===== src/escape_sequence_decoder_utf8_defines.svh =====
// assertion macros for the escape sequence decoder
// used by escape_sequence_decoder_utf8.sv, expects clk_i and rst_ni in scope
`ifndef ESCAPE_SEQUENCE_DECODER_UTF8_DEFINES_SVH
`define ESCAPE_SEQUENCE_DECODER_UTF8_DEFINES_SVH

// same-cycle implication, checked outside reset
`define ESD_ASSERT_IMP(label, ante, cons, msg) \
  label: assert property (@(posedge clk_i) disable iff (!rst_ni) (ante) |-> (cons)) \
    else $error(msg);

// next-cycle implication, checked outside reset
`define ESD_ASSERT_NXT(label, ante, cons, msg) \
  label: assert property (@(posedge clk_i) disable iff (!rst_ni) (ante) |=> (cons)) \
    else $error(msg);

`endif


===== src/esd_utf8_pkg.sv =====
// types, character codes and decode helpers for the escape sequence decoder
// no dependencies; used by the top level
package esd_utf8_pkg;

  localparam int unsigned MaxResults = 4;
  localparam int unsigned ResIdxW    = $clog2(MaxResults);
  localparam int unsigned ResCntW    = $clog2(MaxResults + 1);

  // escape phase codes
  typedef enum logic [2:0] {
    PH_NORMAL = 3'd0,
    PH_BSLASH = 3'd1,
    PH_OCT    = 3'd2,
    PH_HEX    = 3'd3,
    PH_U4     = 3'd4,
    PH_U8     = 3'd5
  } phase_e;

  // one decoded result slot
  typedef struct packed {
    logic [7:0] data;
    logic       bad;
  } res_t;

  // character codes
  localparam logic [7:0] CH_BSLASH = 8'h5C;
  localparam logic [7:0] CH_DQUOTE = 8'h22;
  localparam logic [7:0] CH_SQUOTE = 8'h27;
  localparam logic [7:0] CH_LA     = 8'h61;
  localparam logic [7:0] CH_LB     = 8'h62;
  localparam logic [7:0] CH_LF     = 8'h66;
  localparam logic [7:0] CH_LN     = 8'h6E;
  localparam logic [7:0] CH_LR     = 8'h72;
  localparam logic [7:0] CH_LT     = 8'h74;
  localparam logic [7:0] CH_LV     = 8'h76;
  localparam logic [7:0] CH_LX     = 8'h78;
  localparam logic [7:0] CH_LU     = 8'h75;
  localparam logic [7:0] CH_UU     = 8'h55;
  localparam logic [7:0] CH_D0     = 8'h30;
  localparam logic [7:0] CH_D7     = 8'h37;
  localparam logic [7:0] CH_D9     = 8'h39;
  localparam logic [7:0] CH_UA_HEX = 8'h41;
  localparam logic [7:0] CH_UF_HEX = 8'h46;
  localparam logic [7:0] CH_LF_HEX = 8'h66;

  // control codes for the simple escapes
  localparam logic [7:0] CC_BEL = 8'h07;
  localparam logic [7:0] CC_BS  = 8'h08;
  localparam logic [7:0] CC_TAB = 8'h09;
  localparam logic [7:0] CC_LF  = 8'h0A;
  localparam logic [7:0] CC_VT  = 8'h0B;
  localparam logic [7:0] CC_FF  = 8'h0C;
  localparam logic [7:0] CC_CR  = 8'h0D;

  // digit run limits
  localparam logic [3:0] OctDigits = 4'd3;
  localparam logic [3:0] HexDigits = 4'd2;
  localparam logic [3:0] U4Digits  = 4'd4;
  localparam logic [3:0] U8Digits  = 4'd8;

  // utf-8 range limits
  localparam logic [31:0] Utf8Lim1 = 32'h0000_0080;
  localparam logic [31:0] Utf8Lim2 = 32'h0000_0800;
  localparam logic [31:0] Utf8Lim3 = 32'h0001_0000;
  localparam logic [31:0] CpMax    = 32'h0010_FFFF;

  // simple escape lookup: {hit, byte}
  function automatic logic [8:0] simple_escape(logic [7:0] c);
    logic [8:0] r;
    unique case (c)
      CH_DQUOTE: r = {1'b1, CH_DQUOTE};
      CH_SQUOTE: r = {1'b1, CH_SQUOTE};
      CH_BSLASH: r = {1'b1, CH_BSLASH};
      CH_LA:     r = {1'b1, CC_BEL};
      CH_LB:     r = {1'b1, CC_BS};
      CH_LF:     r = {1'b1, CC_FF};
      CH_LN:     r = {1'b1, CC_LF};
      CH_LR:     r = {1'b1, CC_CR};
      CH_LT:     r = {1'b1, CC_TAB};
      CH_LV:     r = {1'b1, CC_VT};
      default:   r = '0;
    endcase
    return r;
  endfunction

  // hex digit value: {valid, value}
  function automatic logic [4:0] hex_digit(logic [7:0] c);
    logic [7:0] t;
    logic [4:0] r;
    t = '0;
    r = '0;
    if (c >= CH_D0 && c <= CH_D9) begin
      t = c - CH_D0;
      r = {1'b1, t[3:0]};
    end else if (c >= CH_LA && c <= CH_LF_HEX) begin
      t = c - CH_LA + 8'd10;
      r = {1'b1, t[3:0]};
    end else if (c >= CH_UA_HEX && c <= CH_UF_HEX) begin
      t = c - CH_UA_HEX + 8'd10;
      r = {1'b1, t[3:0]};
    end
    return r;
  endfunction

  function automatic logic is_octal(logic [7:0] c);
    return (c >= CH_D0) && (c <= CH_D7);
  endfunction

endpackage


===== src/esd_utf8_if.sv =====
// valid/ready channels for the escape sequence decoder: input and result beats
// payload widths follow the byte-wide fields of the decoder
interface esd_utf8_in_if;
  logic       valid;
  logic       ready;
  logic [7:0] in_byte;
  logic       literal_end;

  modport source (output valid, output in_byte, output literal_end, input ready);
  modport sink   (input valid, input in_byte, input literal_end, output ready);
endinterface

interface esd_utf8_out_if;
  logic       valid;
  logic       ready;
  logic [7:0] out_byte;
  logic       run_last;
  logic       string_done;
  logic       bad_escape;

  modport source (output valid, output out_byte, output run_last, output string_done,
                  output bad_escape, input ready);
  modport sink   (input valid, input out_byte, input run_last, input string_done,
                  input bad_escape, output ready);
endinterface


===== src/escape_sequence_decoder_utf8.sv =====
// Escape sequence decoder, UTF-8 output. Takes one body byte of a quoted string
// literal per input beat and gives 0 to 4 result beats per input byte. An input
// beat is decoded in the cycle it is taken and its results land in a 4-slot result
// buffer. While the sink is ready, the buffer drains one beat per cycle and a byte
// yielding at most one result is taken every cycle; a byte yielding more (up to 4
// for a 4-byte UTF-8 sequence) holds the input as they drain via the single-beat-wide
// result port. A new byte is taken in the same cycle as the last pending result.
// Depends on esd_utf8_pkg, esd_utf8_if.sv and escape_sequence_decoder_utf8_defines.svh.
`include "escape_sequence_decoder_utf8_defines.svh"

module escape_sequence_decoder_utf8 (
  input  logic                  clk_i,
  input  logic                  rst_ni,
  esd_utf8_in_if.sink           in_i,
  esd_utf8_out_if.source        out_o
);

  // decoder state
  esd_utf8_pkg::phase_e phase_q, phase_d;
  logic [3:0]           cnt_q, cnt_d;
  logic [31:0]          acc_q, acc_d;

  // result buffer
  esd_utf8_pkg::res_t                        slot_q [esd_utf8_pkg::MaxResults];
  esd_utf8_pkg::res_t                        slot_d [esd_utf8_pkg::MaxResults];
  logic [esd_utf8_pkg::ResCntW-1:0]          rem_q, n_d;
  logic [esd_utf8_pkg::ResIdxW-1:0]          rd_q;
  logic                                      end_q;

  logic       in_fire, out_fire;
  logic [7:0] b;
  logic [4:0] hv;
  logic [8:0] esc;
  logic       run_normal;
  logic [31:0] cp;

  assign b        = in_i.in_byte;
  assign in_fire  = in_i.valid & in_i.ready;
  assign out_fire = out_o.valid & out_o.ready;

  // take a new beat when the buffer is empty or its last result leaves now
  assign in_i.ready = (rem_q == '0) ||
                      ((rem_q == esd_utf8_pkg::ResCntW'(1)) && out_o.ready);

  // decode one byte into the result list and the next state
  always_comb begin
    phase_d    = phase_q;
    cnt_d      = cnt_q;
    acc_d      = acc_q;
    n_d        = '0;
    run_normal = 1'b0;
    cp         = '0;
    hv         = esd_utf8_pkg::hex_digit(b);
    esc        = esd_utf8_pkg::simple_escape(b);
    for (int i = 0; i < esd_utf8_pkg::MaxResults; i++) begin
      slot_d[i] = '0;
    end

    unique case (phase_q)
      esd_utf8_pkg::PH_BSLASH: begin
        phase_d = esd_utf8_pkg::PH_NORMAL;
        if (esc[8]) begin
          slot_d[0] = '{data: esc[7:0], bad: 1'b0};
          n_d       = esd_utf8_pkg::ResCntW'(1);
        end else if (b == esd_utf8_pkg::CH_LX) begin
          phase_d = esd_utf8_pkg::PH_HEX;
          cnt_d   = '0;
          acc_d   = '0;
        end else if (b == esd_utf8_pkg::CH_LU) begin
          phase_d = esd_utf8_pkg::PH_U4;
          cnt_d   = '0;
          acc_d   = '0;
        end else if (b == esd_utf8_pkg::CH_UU) begin
          phase_d = esd_utf8_pkg::PH_U8;
          cnt_d   = '0;
          acc_d   = '0;
        end else if (esd_utf8_pkg::is_octal(b)) begin
          phase_d = esd_utf8_pkg::PH_OCT;
          cnt_d   = 4'd1;
          acc_d   = {29'd0, b[2:0]};
        end else begin
          // unknown escape keeps the backslash
          slot_d[0] = '{data: esd_utf8_pkg::CH_BSLASH, bad: 1'b0};
          slot_d[1] = '{data: b, bad: 1'b0};
          n_d       = esd_utf8_pkg::ResCntW'(2);
        end
      end

      esd_utf8_pkg::PH_OCT: begin
        if (esd_utf8_pkg::is_octal(b)) begin
          acc_d = {acc_q[28:0], b[2:0]};
          cnt_d = cnt_q + 4'd1;
          if (cnt_d >= esd_utf8_pkg::OctDigits) begin
            slot_d[0] = '{data: acc_d[7:0], bad: 1'b0};
            n_d       = esd_utf8_pkg::ResCntW'(1);
            phase_d   = esd_utf8_pkg::PH_NORMAL;
          end
        end else begin
          slot_d[0]  = '{data: acc_q[7:0], bad: 1'b0};
          n_d        = esd_utf8_pkg::ResCntW'(1);
          phase_d    = esd_utf8_pkg::PH_NORMAL;
          run_normal = 1'b1;
        end
      end

      esd_utf8_pkg::PH_HEX: begin
        if (hv[4]) begin
          acc_d = {acc_q[27:0], hv[3:0]};
          cnt_d = cnt_q + 4'd1;
          if (cnt_d >= esd_utf8_pkg::HexDigits) begin
            slot_d[0] = '{data: acc_d[7:0], bad: 1'b0};
            n_d       = esd_utf8_pkg::ResCntW'(1);
            phase_d   = esd_utf8_pkg::PH_NORMAL;
          end
        end else begin
          if (cnt_q == '0) begin
            slot_d[0] = '{data: 8'd0, bad: 1'b1};
          end else begin
            slot_d[0] = '{data: acc_q[7:0], bad: 1'b0};
          end
          n_d        = esd_utf8_pkg::ResCntW'(1);
          phase_d    = esd_utf8_pkg::PH_NORMAL;
          run_normal = 1'b1;
        end
      end

      esd_utf8_pkg::PH_U4, esd_utf8_pkg::PH_U8: begin
        if (hv[4]) begin
          acc_d = {acc_q[27:0], hv[3:0]};
          cnt_d = cnt_q + 4'd1;
          if (cnt_d >= ((phase_q == esd_utf8_pkg::PH_U4) ? esd_utf8_pkg::U4Digits
                                                          : esd_utf8_pkg::U8Digits)) begin
            phase_d = esd_utf8_pkg::PH_NORMAL;
            cp      = acc_d;
            // utf-8 encode the finished code point
            if (cp < esd_utf8_pkg::Utf8Lim1) begin
              slot_d[0] = '{data: cp[7:0], bad: 1'b0};
              n_d       = esd_utf8_pkg::ResCntW'(1);
            end else if (cp < esd_utf8_pkg::Utf8Lim2) begin
              slot_d[0] = '{data: {3'b110, cp[10:6]}, bad: 1'b0};
              slot_d[1] = '{data: {2'b10, cp[5:0]}, bad: 1'b0};
              n_d       = esd_utf8_pkg::ResCntW'(2);
            end else if (cp < esd_utf8_pkg::Utf8Lim3) begin
              slot_d[0] = '{data: {4'b1110, cp[15:12]}, bad: 1'b0};
              slot_d[1] = '{data: {2'b10, cp[11:6]}, bad: 1'b0};
              slot_d[2] = '{data: {2'b10, cp[5:0]}, bad: 1'b0};
              n_d       = esd_utf8_pkg::ResCntW'(3);
            end else if (cp <= esd_utf8_pkg::CpMax) begin
              slot_d[0] = '{data: {5'b11110, cp[20:18]}, bad: 1'b0};
              slot_d[1] = '{data: {2'b10, cp[17:12]}, bad: 1'b0};
              slot_d[2] = '{data: {2'b10, cp[11:6]}, bad: 1'b0};
              slot_d[3] = '{data: {2'b10, cp[5:0]}, bad: 1'b0};
              n_d       = esd_utf8_pkg::ResCntW'(4);
            end else begin
              slot_d[0] = '{data: 8'd0, bad: 1'b1};
              n_d       = esd_utf8_pkg::ResCntW'(1);
            end
          end
        end else begin
          slot_d[0]  = '{data: 8'd0, bad: 1'b1};
          n_d        = esd_utf8_pkg::ResCntW'(1);
          phase_d    = esd_utf8_pkg::PH_NORMAL;
          run_normal = 1'b1;
        end
      end

      default: begin
        // normal text and the unreachable codes
        phase_d    = esd_utf8_pkg::PH_NORMAL;
        run_normal = 1'b1;
      end
    endcase

    // byte handled as normal text, after any flushed run
    if (run_normal) begin
      if (b == esd_utf8_pkg::CH_BSLASH) begin
        phase_d = esd_utf8_pkg::PH_BSLASH;
        cnt_d   = '0;
        acc_d   = '0;
      end else if (n_d != esd_utf8_pkg::ResCntW'(esd_utf8_pkg::MaxResults)) begin
        slot_d[n_d[esd_utf8_pkg::ResIdxW-1:0]] = '{data: b, bad: 1'b0};
        n_d = n_d + esd_utf8_pkg::ResCntW'(1);
      end
    end

    // end of literal closes any open escape
    if (in_i.literal_end) begin
      if (n_d != esd_utf8_pkg::ResCntW'(esd_utf8_pkg::MaxResults)) begin
        unique case (phase_d)
          esd_utf8_pkg::PH_OCT: begin
            slot_d[n_d[esd_utf8_pkg::ResIdxW-1:0]] = '{data: acc_d[7:0], bad: 1'b0};
            n_d = n_d + esd_utf8_pkg::ResCntW'(1);
          end
          esd_utf8_pkg::PH_HEX: begin
            if (cnt_d == '0) begin
              slot_d[n_d[esd_utf8_pkg::ResIdxW-1:0]] = '{data: 8'd0, bad: 1'b1};
            end else begin
              slot_d[n_d[esd_utf8_pkg::ResIdxW-1:0]] = '{data: acc_d[7:0], bad: 1'b0};
            end
            n_d = n_d + esd_utf8_pkg::ResCntW'(1);
          end
          esd_utf8_pkg::PH_BSLASH, esd_utf8_pkg::PH_U4, esd_utf8_pkg::PH_U8: begin
            slot_d[n_d[esd_utf8_pkg::ResIdxW-1:0]] = '{data: 8'd0, bad: 1'b1};
            n_d = n_d + esd_utf8_pkg::ResCntW'(1);
          end
          default: begin
          end
        endcase
      end
      phase_d = esd_utf8_pkg::PH_NORMAL;
      cnt_d   = '0;
      acc_d   = '0;
    end
  end

  // decoder state registers
  always_ff @(posedge clk_i or negedge rst_ni) begin
    if (!rst_ni) begin
      phase_q <= esd_utf8_pkg::PH_NORMAL;
      cnt_q   <= '0;
      acc_q   <= '0;
    end else if (in_fire) begin
      phase_q <= phase_d;
      cnt_q   <= cnt_d;
      acc_q   <= acc_d;
    end
  end

  // result buffer control
  always_ff @(posedge clk_i or negedge rst_ni) begin
    if (!rst_ni) begin
      rem_q <= '0;
      rd_q  <= '0;
    end else if (in_fire) begin
      rem_q <= n_d;
      rd_q  <= '0;
    end else if (out_fire) begin
      rem_q <= rem_q - esd_utf8_pkg::ResCntW'(1);
      rd_q  <= rd_q + esd_utf8_pkg::ResIdxW'(1);
    end
  end

  // result buffer payload
  always_ff @(posedge clk_i) begin
    if (in_fire) begin
      slot_q <= slot_d;
      end_q  <= in_i.literal_end;
    end
  end

  // result beat
  assign out_o.valid       = (rem_q != '0);
  assign out_o.out_byte    = slot_q[rd_q].data;
  assign out_o.bad_escape  = slot_q[rd_q].bad;
  assign out_o.run_last    = (rem_q == esd_utf8_pkg::ResCntW'(1));
  assign out_o.string_done = out_o.run_last & end_q;

  // checks
  `ESD_ASSERT_NXT(a_lit_end_clears, in_fire && in_i.literal_end,
                  phase_q == esd_utf8_pkg::PH_NORMAL && cnt_q == 4'd0,
                  "state not cleared after end of literal")
  `ESD_ASSERT_IMP(a_bad_zero, out_o.valid && out_o.bad_escape,
                  out_o.out_byte == 8'd0, "error beat carries nonzero byte")
  `ESD_ASSERT_NXT(a_drain_empty, out_fire && out_o.run_last && !in_fire,
                  !out_o.valid, "result beat after last of run")
  `ESD_ASSERT_IMP(a_rem_bound, out_o.valid,
                  rem_q <= esd_utf8_pkg::ResCntW'(esd_utf8_pkg::MaxResults),
                  "result count above buffer depth")

endmodule

===== src/flat_wrapper.sv =====
// flat-port wrapper written by rule: the top's interface ports become plain ports
module escape_sequence_decoder_utf8_flat 
  (clk_i, rst_ni, in_i_valid, in_i_in_byte, in_i_literal_end, in_i_ready, out_o_valid, out_o_out_byte, out_o_run_last, out_o_string_done, out_o_bad_escape, out_o_ready);
  esd_utf8_in_if in_i_i ();
  esd_utf8_out_if out_o_i ();
  input  logic clk_i;
  input  logic rst_ni;
  input wire logic [$bits(in_i_i.valid)-1:0] in_i_valid;
  input wire logic [$bits(in_i_i.in_byte)-1:0] in_i_in_byte;
  input wire logic [$bits(in_i_i.literal_end)-1:0] in_i_literal_end;
  output wire logic [$bits(in_i_i.ready)-1:0] in_i_ready;
  output wire logic [$bits(out_o_i.valid)-1:0] out_o_valid;
  output wire logic [$bits(out_o_i.out_byte)-1:0] out_o_out_byte;
  output wire logic [$bits(out_o_i.run_last)-1:0] out_o_run_last;
  output wire logic [$bits(out_o_i.string_done)-1:0] out_o_string_done;
  output wire logic [$bits(out_o_i.bad_escape)-1:0] out_o_bad_escape;
  input wire logic [$bits(out_o_i.ready)-1:0] out_o_ready;
  assign in_i_i.valid = in_i_valid;
  assign in_i_i.in_byte = in_i_in_byte;
  assign in_i_i.literal_end = in_i_literal_end;
  assign in_i_ready = in_i_i.ready;
  assign out_o_valid = out_o_i.valid;
  assign out_o_out_byte = out_o_i.out_byte;
  assign out_o_run_last = out_o_i.run_last;
  assign out_o_string_done = out_o_i.string_done;
  assign out_o_bad_escape = out_o_i.bad_escape;
  assign out_o_i.ready = out_o_ready;
  escape_sequence_decoder_utf8 u_core (.clk_i(clk_i), .rst_ni(rst_ni), .in_i(in_i_i), .out_o(out_o_i));
endmodule

===== config.mk =====
export PLATFORM = sky130hd
export DESIGN_NAME = escape_sequence_decoder_utf8_flat
export DESIGN_NICKNAME = d
export VERILOG_FILES = /design/src/esd_utf8_pkg.sv /design/src/esd_utf8_if.sv /design/src/escape_sequence_decoder_utf8.sv /design/src/flat_wrapper.sv
export VERILOG_INCLUDE_DIRS = /design/src /design/src/src
export SDC_FILE = /design/constraint.sdc
export NUM_CORES = 1
export LEC_CHECK = 0
export BUFFER_PORTS_ARGS = -buffer_cell sky130_fd_sc_hd__buf_2
export CORE_MARGIN = 10
export CORE_UTILIZATION = 55
export CTS_CLUSTER_SIZE = 16
export DETAILED_ROUTE_END_ITERATION = 7
export PLACE_DENSITY = 0.74
export SLEW_MARGIN = 30
export SYNTH_ARGS = -nofsm -noshare
export SYNTH_HDL_FRONTEND = slang
export SYNTH_SLANG_ARGS = --single-unit

===== constraint.sdc =====
create_clock -name clk_i -period 9.7 [get_ports clk_i]
set_input_delay 0.485 -clock clk_i [delete_from_list [all_inputs] [get_ports clk_i]]
set_output_delay 0.485 -clock clk_i [all_outputs]
set_load 0.02 [all_outputs]

# [After elaboration in Yosys (flattened, before gate mapping)]
# Index checks and enable logic that the tools add are counted.
[op_classes] add_sub_neg=10 order_cmp=19 eq_ne=26 n_mux=123 bitwise=9 reduce_logical=17
[ops] operator="2-to-1 mux 27 bit" count=15
[ops] operator="2-to-1 mux 32 bit" count=10
[ops] operator="2-to-1 mux 36 bit" count=7
[ops] operator="2-to-1 mux 9 bit" count=15
[ops] operator="2-to-1 mux 18 bit" count=6
[ops] operator="one-hot mux 36 bit (3 select lines)" count=1
[ops] operator="one-hot mux 32 bit (3 select lines)" count=1
[ops] operator="2-to-1 mux 3 bit" count=31
[ops] operator="one-hot mux 9 bit (10 select lines)" count=1
[ops] operator="equality test 8 x 7 -> 1 bit (second input constant)" count=11
[ops] operator="bitwise mux 36 bit" count=2
[ops] operator="2-to-1 mux 4 bit" count=11
[ops] operator="demux 9 bit (select 2 bit)" count=2
[ops] operator="one-hot mux 9 bit (4 select lines)" count=1
[ops] operator="bitwise AND 32 bit" count=1
[ops] operator="<= comparator 32 x 21 -> 1 bit (second input constant)" count=1
[ops] operator="< comparator 32 x 12 -> 1 bit (second input constant)" count=1
[ops] operator="< comparator 32 x 17 -> 1 bit (second input constant)" count=1
[ops] operator="< comparator 32 x 8 -> 1 bit (second input constant)" count=1
[ops] operator="inverter 32 bit" count=1
[ops] operator="one-hot mux 3 bit (4 select lines)" count=2
[ops] operator="binary-select mux 9 bit (select 2 bit)" count=1
[ops] operator="one-hot mux 9 bit (2 select lines)" count=1
[ops] operator="2-to-1 mux 17 bit" count=1
[ops] operator="36 further kinds" count=79
[totals] register_bits=81 inputBits=13 output_inout_bits=13 word_cells=218

# [Logic depth before layout (Yosys ltp)]
[logic_depth] depth_word=33 mapped_depth=18 depth_no_buf=17

# [Worst setup path before layout]
# No wires, ideal clock.
[synth_timing] kind="input to register" start="input in_i_in_byte[0]" end="register u_core.slot_q[28] in the netlist's numbering (data pin)" setup_ps=274 arrival_ps=3905 required_time_ps=9426 setup_slack_ps=5521 stages=17 n_path_buf=2 cell_sequence="clkbuf_1 > inv_1 > ha_1 > a2111o_1 > o21ai_2 > buf_4 > nand2_1 > o32ai_2 > inv_1 > ha_1 > a21o_1 > inv_1 > ha_1 > nand2_1 > nor2_1 > a311o_1 > o21ai_1"
[synth_lines] item="start, declared" line_no="flat_wrapper.sv:9" rtl="input wire logic [$bits(in_i_i.in_byte)-1:0] in_i_in_byte;"
[synth_lines] item="end signal, assigned" line_no="escape_sequence_decoder_utf8.sv:246" rtl="slot_q <= slot_d;"
[synth_lines] item="end, declared" line_no="escape_sequence_decoder_utf8.sv:24" rtl="esd_utf8_pkg::res_t slot_q [esd_utf8_pkg::MaxResults];"

==> results.md <==
- Worst Skew: 5.47 ps
- Routed wire per std cell: 23.9 microns
- CP Capture Type: flop
- Post-synth top area cell: edfxtp_1
- Final nets: 778
- Vias/cell: 7.14
- WP data required: 9780 ps
- Place WS: 4710 ps
- Total I/O pin count: 26
- Int Pwr: 738 uW
- CTS tree: done
- Initial core utilization: 0.562
- Post-synth EDFFs: 37
- First-pass GRT wire length: 33,600 microns
- Count leader, synth: nand2_1
- Part of the power in registers: 0.428
- Top-area cell type share of the netlist area: 0.172
- Core Region: 11,500 sq um
- # H-tree levels: 3
- Slowest stage delay, CP: 740 ps
- Distinct cell type count after synthesis: 91
- Largest net degree at the start of global routing: 44
- DP Cell Count: 875
- Post-synthesis sequential area ratio: 0.328
- CTS Root Cell: clkbuf_16
- CP arrival: 4850 ps
- Fin crit period: 4770 ps
- Final setup fails: 0
- Startpoint types: input port
- TritonCTS buffer count: 9
- Setup ws final: 4930 ps
- Hold-fix buffers at CTS: 0
- Syn_area_per_cell: 8.51 sq um
- # Max-Cap Violations: 0
- Slew headroom: 0.343
- Worst-path maximum fanout: 15
- Fmax: 0.210 GHz
- Total wire length: 21,300 microns
- Outcome: finished clean
- GPL Wtd Cong: 1.01
- Critical path buffers and inverters: 4
- Async set-reset flop share out of synthesis: 0.519
- Power per standard cell area: 167 nW/um^2
- # diodes: 0
- Setup TNS: 0 ps
- Net Count, Synth: 793
- Number of gates resized after cts: 0
- Tightest Pin Transition: 977 ps
- Vias in the first global route: 5,900
- Initial antenna violation count: 0
- CP Class: input port to flop
- TritonRoute pass-1 iters: 6
- Post-route cell area: 6880 sq um
- Die outline width: 128 microns
- Synth top cells by count: 89 x nand2_1, 78 x nor2_1, 59 x a21oi_1
- Clock latency on the worst-skew pair: 350 ps
- Top post-synthesis cells by area: edfxtp_1 17%, dfrtp_1 16%, nand2_1 5.2%
- LEAKAGE: 0.00237 uW
- Slew Viols, Final: 0
- Switching Fraction: 0.356
- Clock power frac: 0.304
- Antenna-violating nets left: 0
- Top Family by Delay on Critical Path: compound AO/OA/AOI/OAI gates
- Longest Clk Path Bufs: 2
- TritonCTS Sinks: 77
- Slowest CP cell: o21ai_2
- Synth Flop Type: dfrtp_1
- Syn-to-layout area delta: 6.71%
- Post-Place Cell Area: 6570 sq um
- Synthesized area: 6450 sq um
- Non-filler cells, final: 891
- Detailed placement HPWL: 15,500 microns
- Synth warn: 0
- Starting DRT DRC Count: 885
- Drt drc: 0
- RSZ-0062 raised after global routing: no
- Synth Register Bits: 77
- CP Cell Sequence: buf_2, inv_1, ha_1, a2111o_1, o21ai_2, nand2_1, o32ai_2, inv_1, ha_1, a21o_1, inv_1, ha_1, nand2_1, nor2_1, a311o_1, o21ai_1
- Total GRT Usage: 0.255
- Peak supply drop: 0.193 mV
- Die ar.: 16,500 sq um
- I/O Buffers: 25
- Comb pwr share: 0.268
- Ratio of cells with drive above 1 in the final layout: 0.118
- Row cnt: 39
- Clk slew on worst S/H paths: 60 ps
- Die H: 128 microns
- Vias: 6,360
- Switching pwr: 408 uW
- Number of setup buffers added after CTS: 0
- GRT overflow: 0
- Fin crit share: 0.492
- Final hold viol count: 0
- Cells after Synth: 758
- Min-Delay Path Class: input port to async pin
sequential cells by signal, indices dropped and copies added, names as in the netlist:
signal / flops
u_core.end_q: 1
u_core.acc_q: 28
u_core.slot_q: 36
u_core.rem_q: 3
u_core.phase_q: 3
u_core.rd_q: 2
u_core.cnt_q: 4
cells by family after synthesis:
family                     Yosys count  synth area share
muxes                               21            0.0504
xor gates and xnor gates             8            0.0109
adders and majority gates           22            0.0427
AOI/OAI and AO/OA                  293             0.320
DFF                                 77             0.328
and+or+nand+nor                    266             0.204
buffers and inverters               71            0.0442
power by group through the flow:
stage               Clock (uW)  Combinational, uW  Sequential (uW)
floorplan                    0                247              454
global placement             0                300              492
detailed placement           0                308              497
CTS                        354                310              491
global route               363                342              502
finish                     349                307              491
routing by layer:
metal | GRT usage | part of all wire | vias to the layer above | wire length [microns]
met4 | 0.0868 | 0.034 | 0 | 731
met3 | 0.0612 | 0.10 | 64 | 2130
met5 | 0 | 0 | - | 0
li1 | - | - | 2865 | -
met2 | 0.392 | 0.46 | 391 | 9710
met1 | 0.343 | 0.41 | 3040 | 8710
final timing paths:
kind | startpoint | to | slack (ps) | cells after the start
max reg2reg | u_core.phase_q[1] | u_core.slot_q[28] | 5090 | 17
max in group asynchronous | rst_ni | u_core.cnt_q[1] | 9180 | 1
min | rst_ni | u_core.rd_q[0] | 120 | 1
max | in_i_in_byte[0] | u_core.slot_q[28] | 4930 | 16
min in group clk_i | out_o_ready | u_core.rem_q[2] | 430 | 4
min reg2reg | u_core.acc_q[25] | u_core.acc_q[25] | 530 | 2
cell type report:
cell class                      count  area (sq um)
Clock inverter                      7          82.6
Sequential cell                    77          2110
Clock buffer                        9           225
Multi-Input combinational cell    610          4060
Inverter                           15          56.3
Tap cell                          143           179
Timing Repair Buffer               30           165
Fill cell                        1023          4590
through the flow:
stage	hold slack (ps)	total power [uW]	util
final	118	1150	0.600
after global routing	151	1210	0.600
after CTS	323	1160	0.599
after detailed placement	514	805	0.573
after global placement	492	792	0.573
after floorplan	189	701	-
cells in the final DEF, fill, tap and decap left out, types with 10 or more instances in the layout:
cell and n:
a221oi_1 20, dfrtp_1 40, edfxtp_1 37, nand3_1 12, o21ai_1 32, o22ai_1 15
ha_1 22, nor3_1 13, mux2i_1 10, buf_2 24, nand2_1 89, a21oi_1 59
inv_1 13, a22oi_1 16, o21ai_0 56, nor2_1 78
Power figures use the tool's default switching activity.
